## config.mk

```make
export PLATFORM = sky130hd
export DESIGN_NAME = random_order_id_allocator_top
export DESIGN_NICKNAME = d
export VERILOG_FILES = /design/src/design/roida_pkg.sv /design/src/design/random_order_id_allocator_top.sv /design/src/design/roida_tbl.sv /design/src/design/roida_rem.sv
export SDC_FILE = /design/constraint.sdc
export NUM_CORES = 1
export LEC_CHECK = 0
export ABC_CLOCK_PERIOD_IN_PS = 6020
export BUFFER_PORTS_ARGS = -buffer_cell sky130_fd_sc_hd__clkbuf_2
export CAP_MARGIN = 5
export CORE_MARGIN = 1.5
export CORE_UTILIZATION = 56
export DETAILED_ROUTE_END_ITERATION = 6
export PLACE_DENSITY = 0.85
export SLEW_MARGIN = 20
export SYNTH_ARGS = -nofsm -noshare
export SYNTH_HDL_FRONTEND = slang
export SYNTH_SLANG_ARGS = --single-unit
```

## constraint.sdc

```tcl
create_clock -name clk -period 6.02 [get_ports clk]
set_input_delay 0 -clock clk [delete_from_list [all_inputs] [get_ports clk]]
set_output_delay 0 -clock clk [all_outputs]
set_load 0.005 [all_outputs]
```

## src/design/roida_pkg.sv

```systemverilog
// roida_pkg: shared types and constants for the random order id allocator
// no dependencies; used by roida_tbl, roida_rem and random_order_id_allocator_top

package roida_pkg;

	localparam int NUM_IDS = 64;
	localparam int ID_W    = $clog2(NUM_IDS);
	localparam int CNT_W   = $clog2(NUM_IDS + 1);
	localparam int RND_W   = 16;
	localparam int STEP_W  = $clog2(RND_W + 1);

	typedef enum logic [1:0] {
		MODE_EXTRACT = 2'd0,
		MODE_RECYCLE = 2'd1,
		MODE_RESERVE = 2'd2,
		MODE_UNUSED  = 2'd3
	} mode_t;

	typedef enum logic [1:0] {
		STAT_OK    = 2'd0,
		STAT_EMPTY = 2'd1,
		STAT_RANGE = 2'd2,
		STAT_HELD  = 2'd3
	} status_t;

	typedef enum logic [2:0] {
		ST_IDLE,
		ST_DECODE,
		ST_EX_RD,
		ST_DIV,
		ST_RC_RD,
		ST_RC_PUSH,
		ST_RS_RD,
		ST_OUT
	} state_t;

	typedef struct packed {
		mode_t             mode;
		logic [ID_W-1:0]   id_in;
		logic [RND_W-1:0]  rand_value;
	} req_item_t;

	typedef struct packed {
		logic [ID_W-1:0]   id_out;
		status_t           status;
		logic [CNT_W-1:0]  free_count;
	} rsp_item_t;

	// one write port of an id table
	typedef struct packed {
		logic             en;
		logic [ID_W-1:0]  addr;
		logic [ID_W-1:0]  data;
	} tbl_wr_t;

endpackage

```

## src/design/random_order_id_allocator_top.sv

```systemverilog
// random_order_id_allocator_top: id pool with free stack, reverse slot map and held marks
// depends on roida_pkg, roida_tbl, roida_rem

// One request is taken at a time: req_ready is high only while the block is idle,
// and the result waits in an output register until rsp_ready takes it. An error,
// the unused mode or a recycle into an empty pool goes from decode straight to the
// output state; extract and reserve pass through a table read state first. Recycle
// into a nonempty pool waits for the bit-serial remainder unit, which works out
// rand_value mod free count one bit per cycle (16 steps), followed by a stack read
// and two table write steps. Both tables come out of reset in identity order through
// per-entry valid bits, so no clearing pass is needed.

module random_order_id_allocator_top (
	input  logic                   clk,
	input  logic                   arst_n,
	input  logic                   req_valid,
	output logic                   req_ready,
	input  roida_pkg::req_item_t   req,
	output logic                   rsp_valid,
	input  logic                   rsp_ready,
	output roida_pkg::rsp_item_t   rsp
);
	import roida_pkg::*;

	state_t            state_q, state_d;
	logic [CNT_W-1:0]  ft_q, ft_d;
	logic [NUM_IDS-1:0] held_q;
	logic              held_set, held_clr;
	logic [ID_W-1:0]   held_idx;
	req_item_t         req_q;
	rsp_item_t         rsp_q, rsp_d;
	logic              rsp_load;
	logic [ID_W-1:0]   slot_q, slot_d;
	logic [ID_W-1:0]   moved_q, moved_d;

	tbl_wr_t           fs_wr, sm_wr;
	logic              fs_re, sm_re;
	logic [ID_W-1:0]   fs_raddr, sm_raddr;
	logic [ID_W-1:0]   fs_rd, sm_rd;

	logic              div_start, div_done;
	logic [CNT_W-1:0]  div_rem;

	logic [CNT_W-1:0]  id_ext;
	logic [CNT_W-1:0]  ft_dec;
	logic [ID_W-1:0]   top_idx;
	logic              accept;

	roida_tbl u_free_stack (
		.clk    (clk),
		.arst_n (arst_n),
		.wr     (fs_wr),
		.re     (fs_re),
		.raddr  (fs_raddr),
		.rdata  (fs_rd)
	);

	roida_tbl u_slot_map (
		.clk    (clk),
		.arst_n (arst_n),
		.wr     (sm_wr),
		.re     (sm_re),
		.raddr  (sm_raddr),
		.rdata  (sm_rd)
	);

	roida_rem u_rem (
		.clk      (clk),
		.arst_n   (arst_n),
		.start    (div_start),
		.dividend (req_q.rand_value),
		.divisor  (ft_q),
		.done     (div_done),
		.rem      (div_rem)
	);

	assign req_ready = (state_q == ST_IDLE);
	assign rsp_valid = (state_q == ST_OUT);
	assign rsp       = rsp_q;
	assign accept    = req_valid && req_ready;

	assign id_ext  = CNT_W'(req_q.id_in);
	assign ft_dec  = ft_q - CNT_W'(1);
	assign top_idx = ft_dec[ID_W-1:0];

	always_ff @(posedge clk or negedge arst_n) begin
		if (!arst_n) begin
			state_q <= ST_IDLE;
			ft_q    <= CNT_W'(NUM_IDS);
			held_q  <= '0;
		end else begin
			state_q <= state_d;
			ft_q    <= ft_d;
			if (held_set) begin
				held_q[held_idx] <= 1'b1;
			end
			if (held_clr) begin
				held_q[held_idx] <= 1'b0;
			end
		end
	end

	always_ff @(posedge clk) begin
		if (accept) begin
			req_q <= req;
		end
		if (rsp_load) begin
			rsp_q <= rsp_d;
		end
		slot_q  <= slot_d;
		moved_q <= moved_d;
	end

	always_comb begin
		state_d   = state_q;
		ft_d      = ft_q;
		held_set  = 1'b0;
		held_clr  = 1'b0;
		held_idx  = req_q.id_in;
		slot_d    = slot_q;
		moved_d   = moved_q;
		fs_wr     = '0;
		sm_wr     = '0;
		fs_re     = 1'b0;
		sm_re     = 1'b0;
		fs_raddr  = top_idx;
		sm_raddr  = req_q.id_in;
		div_start = 1'b0;
		rsp_load  = 1'b0;
		rsp_d.id_out     = req_q.id_in;
		rsp_d.status     = STAT_OK;
		rsp_d.free_count = ft_d;

		unique case (state_q)
			ST_IDLE: begin
				if (accept) begin
					state_d = ST_DECODE;
				end
			end
			ST_DECODE: begin
				unique case (req_q.mode)
					MODE_EXTRACT: begin
						if (ft_q == '0) begin
							rsp_d.id_out = '0;
							rsp_d.status = STAT_EMPTY;
							rsp_load     = 1'b1;
							state_d      = ST_OUT;
						end else begin
							fs_re   = 1'b1;
							state_d = ST_EX_RD;
						end
					end
					MODE_RECYCLE: begin
						priority if (id_ext >= CNT_W'(NUM_IDS)) begin
							rsp_d.status = STAT_RANGE;
							rsp_load     = 1'b1;
							state_d      = ST_OUT;
						end else if (!held_q[req_q.id_in]) begin
							rsp_d.status = STAT_HELD;
							rsp_load     = 1'b1;
							state_d      = ST_OUT;
						end else if (ft_q == '0) begin
							// empty pool: push straight into slot zero
							held_clr      = 1'b1;
							fs_wr.en      = 1'b1;
							fs_wr.addr    = '0;
							fs_wr.data    = req_q.id_in;
							sm_wr.en      = 1'b1;
							sm_wr.addr    = req_q.id_in;
							sm_wr.data    = '0;
							ft_d          = CNT_W'(1);
							rsp_d.free_count = CNT_W'(1);
							rsp_load      = 1'b1;
							state_d       = ST_OUT;
						end else begin
							div_start = 1'b1;
							state_d   = ST_DIV;
						end
					end
					MODE_RESERVE: begin
						priority if (id_ext >= CNT_W'(NUM_IDS)) begin
							rsp_d.status = STAT_RANGE;
							rsp_load     = 1'b1;
							state_d      = ST_OUT;
						end else if (held_q[req_q.id_in] || ft_q == '0) begin
							rsp_d.status = STAT_HELD;
							rsp_load     = 1'b1;
							state_d      = ST_OUT;
						end else begin
							// slot of the named id and the top entry, read together
							fs_re   = 1'b1;
							sm_re   = 1'b1;
							state_d = ST_RS_RD;
						end
					end
					MODE_UNUSED: begin
						rsp_load = 1'b1;
						state_d  = ST_OUT;
					end
				endcase
			end
			ST_EX_RD: begin
				held_set         = 1'b1;
				held_idx         = fs_rd;
				ft_d             = ft_dec;
				rsp_d.id_out     = fs_rd;
				rsp_d.free_count = ft_dec;
				rsp_load         = 1'b1;
				state_d          = ST_OUT;
			end
			ST_DIV: begin
				if (div_done) begin
					fs_re    = 1'b1;
					fs_raddr = div_rem[ID_W-1:0];
					slot_d   = div_rem[ID_W-1:0];
					state_d  = ST_RC_RD;
				end
			end
			ST_RC_RD: begin
				moved_d    = fs_rd;
				fs_wr.en   = 1'b1;
				fs_wr.addr = slot_q;
				fs_wr.data = req_q.id_in;
				sm_wr.en   = 1'b1;
				sm_wr.addr = req_q.id_in;
				sm_wr.data = slot_q;
				state_d    = ST_RC_PUSH;
			end
			ST_RC_PUSH: begin
				// displaced id goes on top of the stack
				held_clr   = 1'b1;
				fs_wr.en   = 1'b1;
				fs_wr.addr = ft_q[ID_W-1:0];
				fs_wr.data = moved_q;
				sm_wr.en   = 1'b1;
				sm_wr.addr = moved_q;
				sm_wr.data = ft_q[ID_W-1:0];
				ft_d       = ft_q + CNT_W'(1);
				rsp_d.free_count = ft_q + CNT_W'(1);
				rsp_load   = 1'b1;
				state_d    = ST_OUT;
			end
			ST_RS_RD: begin
				fs_wr.en   = 1'b1;
				fs_wr.addr = sm_rd;
				fs_wr.data = fs_rd;
				sm_wr.en   = 1'b1;
				sm_wr.addr = fs_rd;
				sm_wr.data = sm_rd;
				held_set   = 1'b1;
				ft_d       = ft_dec;
				rsp_d.free_count = ft_dec;
				rsp_load   = 1'b1;
				state_d    = ST_OUT;
			end
			ST_OUT: begin
				if (rsp_ready) begin
					state_d = ST_IDLE;
				end
			end
			default: begin
				state_d = ST_IDLE;
			end
		endcase
	end

`ifndef ASSERT_OFF
	a_ft_bound: assert property (@(posedge clk) disable iff (!arst_n)
		ft_q <= CNT_W'(NUM_IDS))
		else $error("free count above pool size");

	a_held_balance: assert property (@(posedge clk) disable iff (!arst_n)
		($countones(held_q) + int'(ft_q)) == NUM_IDS)
		else $error("held marks and free count disagree");

	a_ready_excl: assert property (@(posedge clk) disable iff (!arst_n)
		!(req_ready && rsp_valid))
		else $error("request taken while a result is pending");

	a_div_owner: assert property (@(posedge clk) disable iff (!arst_n)
		div_done |-> (state_q == ST_DIV))
		else $error("remainder finished outside the divide step");

	a_no_early_rsp: assert property (@(posedge clk) disable iff (!arst_n)
		accept |=> !rsp_valid)
		else $error("result shown in the cycle after an item was taken");
`endif

endmodule

```

## src/design/roida_tbl.sv

```systemverilog
// roida_tbl: NUM_IDS x ID_W table, one write and one registered read per cycle
// entries never written read back as their own index; depends on roida_pkg

module roida_tbl (
	input  logic                    clk,
	input  logic                    arst_n,
	input  roida_pkg::tbl_wr_t      wr,
	input  logic                    re,
	input  logic [roida_pkg::ID_W-1:0] raddr,
	output logic [roida_pkg::ID_W-1:0] rdata
);
	import roida_pkg::*;

	logic [ID_W-1:0]    mem [NUM_IDS];
	logic [NUM_IDS-1:0] vld_q;
	logic [ID_W-1:0]    rdata_q;
	logic [ID_W-1:0]    raddr_q;
	logic               rvld_q;

	always_ff @(posedge clk) begin
		if (wr.en) begin
			mem[wr.addr] <= wr.data;
		end
		if (re) begin
			rdata_q <= mem[raddr];
			raddr_q <= raddr;
		end
	end

	always_ff @(posedge clk or negedge arst_n) begin
		if (!arst_n) begin
			vld_q  <= '0;
			rvld_q <= 1'b0;
		end else begin
			if (wr.en) begin
				vld_q[wr.addr] <= 1'b1;
			end
			if (re) begin
				rvld_q <= vld_q[raddr];
			end
		end
	end

	// identity order until an entry is first written
	assign rdata = rvld_q ? rdata_q : raddr_q;

endmodule

```

## src/design/roida_rem.sv

```systemverilog
// roida_rem: bit-serial restoring remainder, one dividend bit per cycle
// depends on roida_pkg; divisor must be nonzero

module roida_rem (
	input  logic                     clk,
	input  logic                     arst_n,
	input  logic                     start,
	input  logic [roida_pkg::RND_W-1:0] dividend,
	input  logic [roida_pkg::CNT_W-1:0] divisor,
	output logic                     done,
	output logic [roida_pkg::CNT_W-1:0] rem
);
	import roida_pkg::*;

	logic [STEP_W-1:0] cnt_q;
	logic              done_q;
	logic [CNT_W-1:0]  rem_q;
	logic [CNT_W-1:0]  div_q;
	logic [RND_W-1:0]  dvd_q;
	logic [CNT_W:0]    trial;
	logic [CNT_W:0]    diff;
	logic [CNT_W-1:0]  rem_nxt;

	assign trial   = {rem_q, dvd_q[RND_W-1]};
	assign diff    = trial - {1'b0, div_q};
	assign rem_nxt = (trial >= {1'b0, div_q}) ? diff[CNT_W-1:0] : trial[CNT_W-1:0];

	always_ff @(posedge clk or negedge arst_n) begin
		if (!arst_n) begin
			cnt_q  <= '0;
			done_q <= 1'b0;
		end else begin
			done_q <= 1'b0;
			if (start) begin
				cnt_q <= STEP_W'(RND_W);
			end else if (cnt_q != '0) begin
				cnt_q <= cnt_q - STEP_W'(1);
				if (cnt_q == STEP_W'(1)) begin
					done_q <= 1'b1;
				end
			end
		end
	end

	always_ff @(posedge clk) begin
		if (start) begin
			rem_q <= '0;
			dvd_q <= dividend;
			div_q <= divisor;
		end else if (cnt_q != '0) begin
			rem_q <= rem_nxt;
			dvd_q <= dvd_q << 1;
		end
	end

	assign done = done_q;
	assign rem  = rem_q;

endmodule
```

==> results_dict.tcl <==
set metrics [dict create \
    combPwrFrac 0.300 \
    finalCriticalPeriod_ns 5.23 \
    die_area_sq_um 81700 \
    grt_pass1_vias 25795 \
    crit_path_start_kind "flop" \
    path_class "reg2reg" \
    fin_skew_ns 0.0338 \
    outcome "finished, final reports clean" \
    worst_skew_pair.late_latency_ns 0.68 \
    drive_gt1_frac 0.197 \
    synth_nets 2677 \
    syn-cell-area_sq_um 44800 \
    endpoint_kind "flop" \
    cts_resized 0 \
    internal_power_uw 16000 \
    area_growth_pct 11.4 \
    ctsHtreeMaxLevel 3 \
    diodes 0 \
    vias 25017 \
    initial_core_util 0.566 \
    p_clk_frac 0.275 \
    holdCritPathClass "in2reg" \
    ant_nets 0 \
    critPathArrivalTime_ns 5.79 \
    rows 103 \
    yosys.cell_types.count 71 \
    min_period_over_period 0.868 \
    async_flop_share 0.194 \
    ir_drop_mv 0.450 \
    rsz0062_at_grt "no" \
    grt.met2_usage 0.434 \
    viasPerCell 6.48 \
    wl_um 106000 \
    port_buffers 44 \
    grt-ovfl-total 0 \
    dp_slack_ns 1.10 \
    dieWidth_um 286 \
    gp_congestion 0.869 \
    drv_slew 0 \
    ctsLongestPathBuffers 3 \
    ios 45 \
    cts_setup_buffers 0 \
    synth_edf_count 866 \
    numCtsBuffers 102 \
    drt-initial-drc-count 3096 \
    ys_dominant_reg_cell "edfxtp_1" \
    worst_slack_ns 0.793 \
    syn-instance-count 2630 \
    tns_ns 0 \
    hold_violations 0 \
    track_usage 0.262 \
    tightest_slew_ns 1.10 \
    wire_per_inst_um 27.5 \
    synthesis.area_per_instance_sq_um 17.0 \
    setup_viol 0 \
    cts.sinks 1083 \
    power_frac_seq 0.425 \
    switching_share 0.332 \
    core_area_sq_um 79100 \
    drt-pass1-iter-count 7 \
    crit_required_ns 6.58 \
    grt_start_max_net_pins 158 \
    synth-seq-cells 1083 \
    power.switching_uw 7920 \
    ys_seq_area_frac 0.701 \
    hpwl_um 62400 \
    met1_usage 0.340 \
    grt_use_met3 0.0531 \
    nets 2772 \
    n_fill_cell 5193 \
    maxSlewHeadroom 0.266 \
    power.static_leakage_uw 0.0186 \
    cp_max_fo 67 \
    busiest_layer "met2" \
    fin_util 0.631 \
    cap_violations 0 \
    fin_hold_ws_ns 0.0448 \
    clk_pin_slew_ns 0.06 \
    die_y_um 286 \
    p_per_area_nw_per_um2 478 \
    synth-warning-count 0 \
    clock.fmax_ghz 0.191 \
    antenna_found_initial 1 \
    grt_pass1_wl_um 160000 \
    root_buffer "clkbuf_16" \
    drc 0 \
    cts_tree "yes" \
]
## kinds of logic after synthesis
group,count (synthesis),synth area share
multiplexers,610,0.185
buffers and inverters,171,0.0179
adder cells (fa/ha/maj),19,0.00547
AND/OR/NAND/NOR,455,0.0497
flip-flops,1083,0.701
XOR/XNOR,14,0.00274
AO/OA/AOI/OAI,278,0.0380
## final timing paths
kind	startpoint	endpoint	slack, ns	depth (start not counted)
setup / recovery	sm_raddr[0]	u_slot_map.vld_q[21]	0.79	10
hold / removal	req[17]	sm_raddr[1]	0.04	2
setup reg to reg	sm_raddr[0]	u_slot_map.vld_q[21]	0.79	10
hold reg to reg	u_free_stack.vld_q[57]	u_free_stack.vld_q[57]	0.46	1
max in group asynchronous	arst_n	u_rem.cnt_q[4]	4.56	4
min in group asynchronous	arst_n	ft_q[6]	0.51	3
## layout make-up
class                           count  area, sq um  area share
Inverter                           38          148     0.00296
Sequential cell                  1083        31400       0.629
Tap cell                         1050         1310      0.0263
Multi-Input combinational cell   1376        12700       0.254
Clock inverter                     69          743      0.0149
Clock buffer                      121         2670      0.0534
Timing Repair Buffer              124          975      0.0195
## layout by cell type (no fill, tap or decap), types with 8 or more instances in the layout
| cell type | Yosys | routed |
|---|---|---|
| clkbuf_16 | 0 | 103 |
| a21oi_1 | 143 | 143 |
| mux2_2 | 19 | 19 |
| ha_1 | 18 | 18 |
| inv_1 | 35 | 26 |
| a211oi_1 | 25 | 25 |
| mux4_2 | 165 | 165 |
| or2_2 | 81 | 81 |
| and2_1 | 13 | 12 |
| dfrtp_1 | 209 | 209 |
| dlygate4sd3_1 | 0 | 28 |
| nand2_1 | 54 | 53 |
| xnor2_1 | 10 | 10 |
| mux2i_1 | 419 | 418 |
| or2_1 | 14 | 14 |
| edfxtp_1 | 866 | 866 |
| clkbuf_2 | 0 | 43 |
| o21ai_0 | 27 | 24 |
| nor2b_1 | 10 | 10 |
| o21bai_1 | 36 | 36 |
| nor3_1 | 8 | 8 |
| clkinvlp_4 | 0 | 9 |
| nor2_1 | 202 | 202 |
| buf_4 | 14 | 46 |
| nand3_1 | 31 | 31 |
| clkinv_2 | 0 | 27 |
| bufinv_16 | 0 | 12 |
| clkinv_1 | 0 | 16 |
| inv_2 | 3 | 8 |
| clkbuf_1 | 52 | 16 |
## flip-flops by register name (all words and copies together) (netlist names), 7 cells and up
register and flops:
u_slot_map.vld_q 64, req_q 18, u_rem.dvd_q 16, u_free_stack.mem 384, rsp 15, ft_q 7
u_free_stack.vld_q 64, u_rem.rem 7, u_slot_map.mem 384, held_q 64, u_rem.div_q 7
## cells in the mapped netlist (5+ instances only)
| master | instances | area [sq um] |
|---|---|---|
| edfxtp_1 | 866 | 26000 |
| nand3_1 | 31 | 155 |
| and2_1 | 13 | 81.3 |
| or2_1 | 14 | 87.6 |
| o21a_1 | 5 | 37.5 |
| buf_2 | 50 | 250 |
| inv_1 | 35 | 131 |
| mux4_1 | 6 | 158 |
| nand4_1 | 6 | 37.5 |
| o21bai_1 | 36 | 270 |
| nand2b_1 | 7 | 43.8 |
| mux2_2 | 19 | 214 |
| xnor2_1 | 10 | 87.6 |
| a22oi_1 | 5 | 37.5 |
| nor2_1 | 202 | 758 |
| nor2b_1 | 10 | 62.6 |
| mux4_2 | 165 | 3720 |
| o31ai_1 | 6 | 45.0 |
| buf_4 | 14 | 105 |
| o21ai_0 | 27 | 135 |
| nand2_1 | 54 | 203 |
| dfxtp_1 | 7 | 140 |
| dfrtp_1 | 209 | 5230 |
| ha_1 | 18 | 225 |
| or2_2 | 81 | 507 |
| clkbuf_1 | 52 | 195 |
| a21o_1 | 6 | 45.0 |
| nor3_1 | 8 | 40.0 |
| mux2i_1 | 419 | 4190 |
| and2_0 | 5 | 31.3 |
| buf_1 | 12 | 45.0 |
| a21oi_1 | 143 | 716 |
| a211oi_1 | 25 | 188 |
## power groups by stage
stage	Clock, uW	Sequential, uW	Combinational, uW
after floorplan	0	9980	4920
after global placement	0	10200	6700
after detailed placement	0	10200	6940
after CTS	6580	10100	7070
after global routing	6890	10200	7540
final	6570	10100	7170
## stage by stage
step	instance area (sq um)	total power [uW]	cells
floorplan	44800	14900	2630
global placement	46200	16900	3642
detailed placement	46200	17200	3642
CTS	49900	23800	3861
global route	49900	24600	3861
finish	49900	23900	3861
## metal layers
metal	routed length, um	vias to the layer above
met5	17	-
li1	-	10360
met2	52700	1565
met3	9520	381
met4	5130	2
met1	39000	12709
## worst max-delay path, cell delays in order, from the launching register on
cell and delay (ns):
edfxtp_1 1.06, mux4_1 0.66, mux2i_1 0.21, a221oi_2 0.14
a22oi_4 0.63, o21a_1 0.38, clkinv_2 0.75, nand3_1 0.38
buf_4 0.30, nor2_1 0.23, or2_2 0.35
## repair_timing
action | 4_1_cts | 5_1_grt
hold buffers | 29 | 0
endpoints found under the setup margin | 0 | 0
hold endpoints to repair | 130 | 0
(Power assumes the default switching activity.)
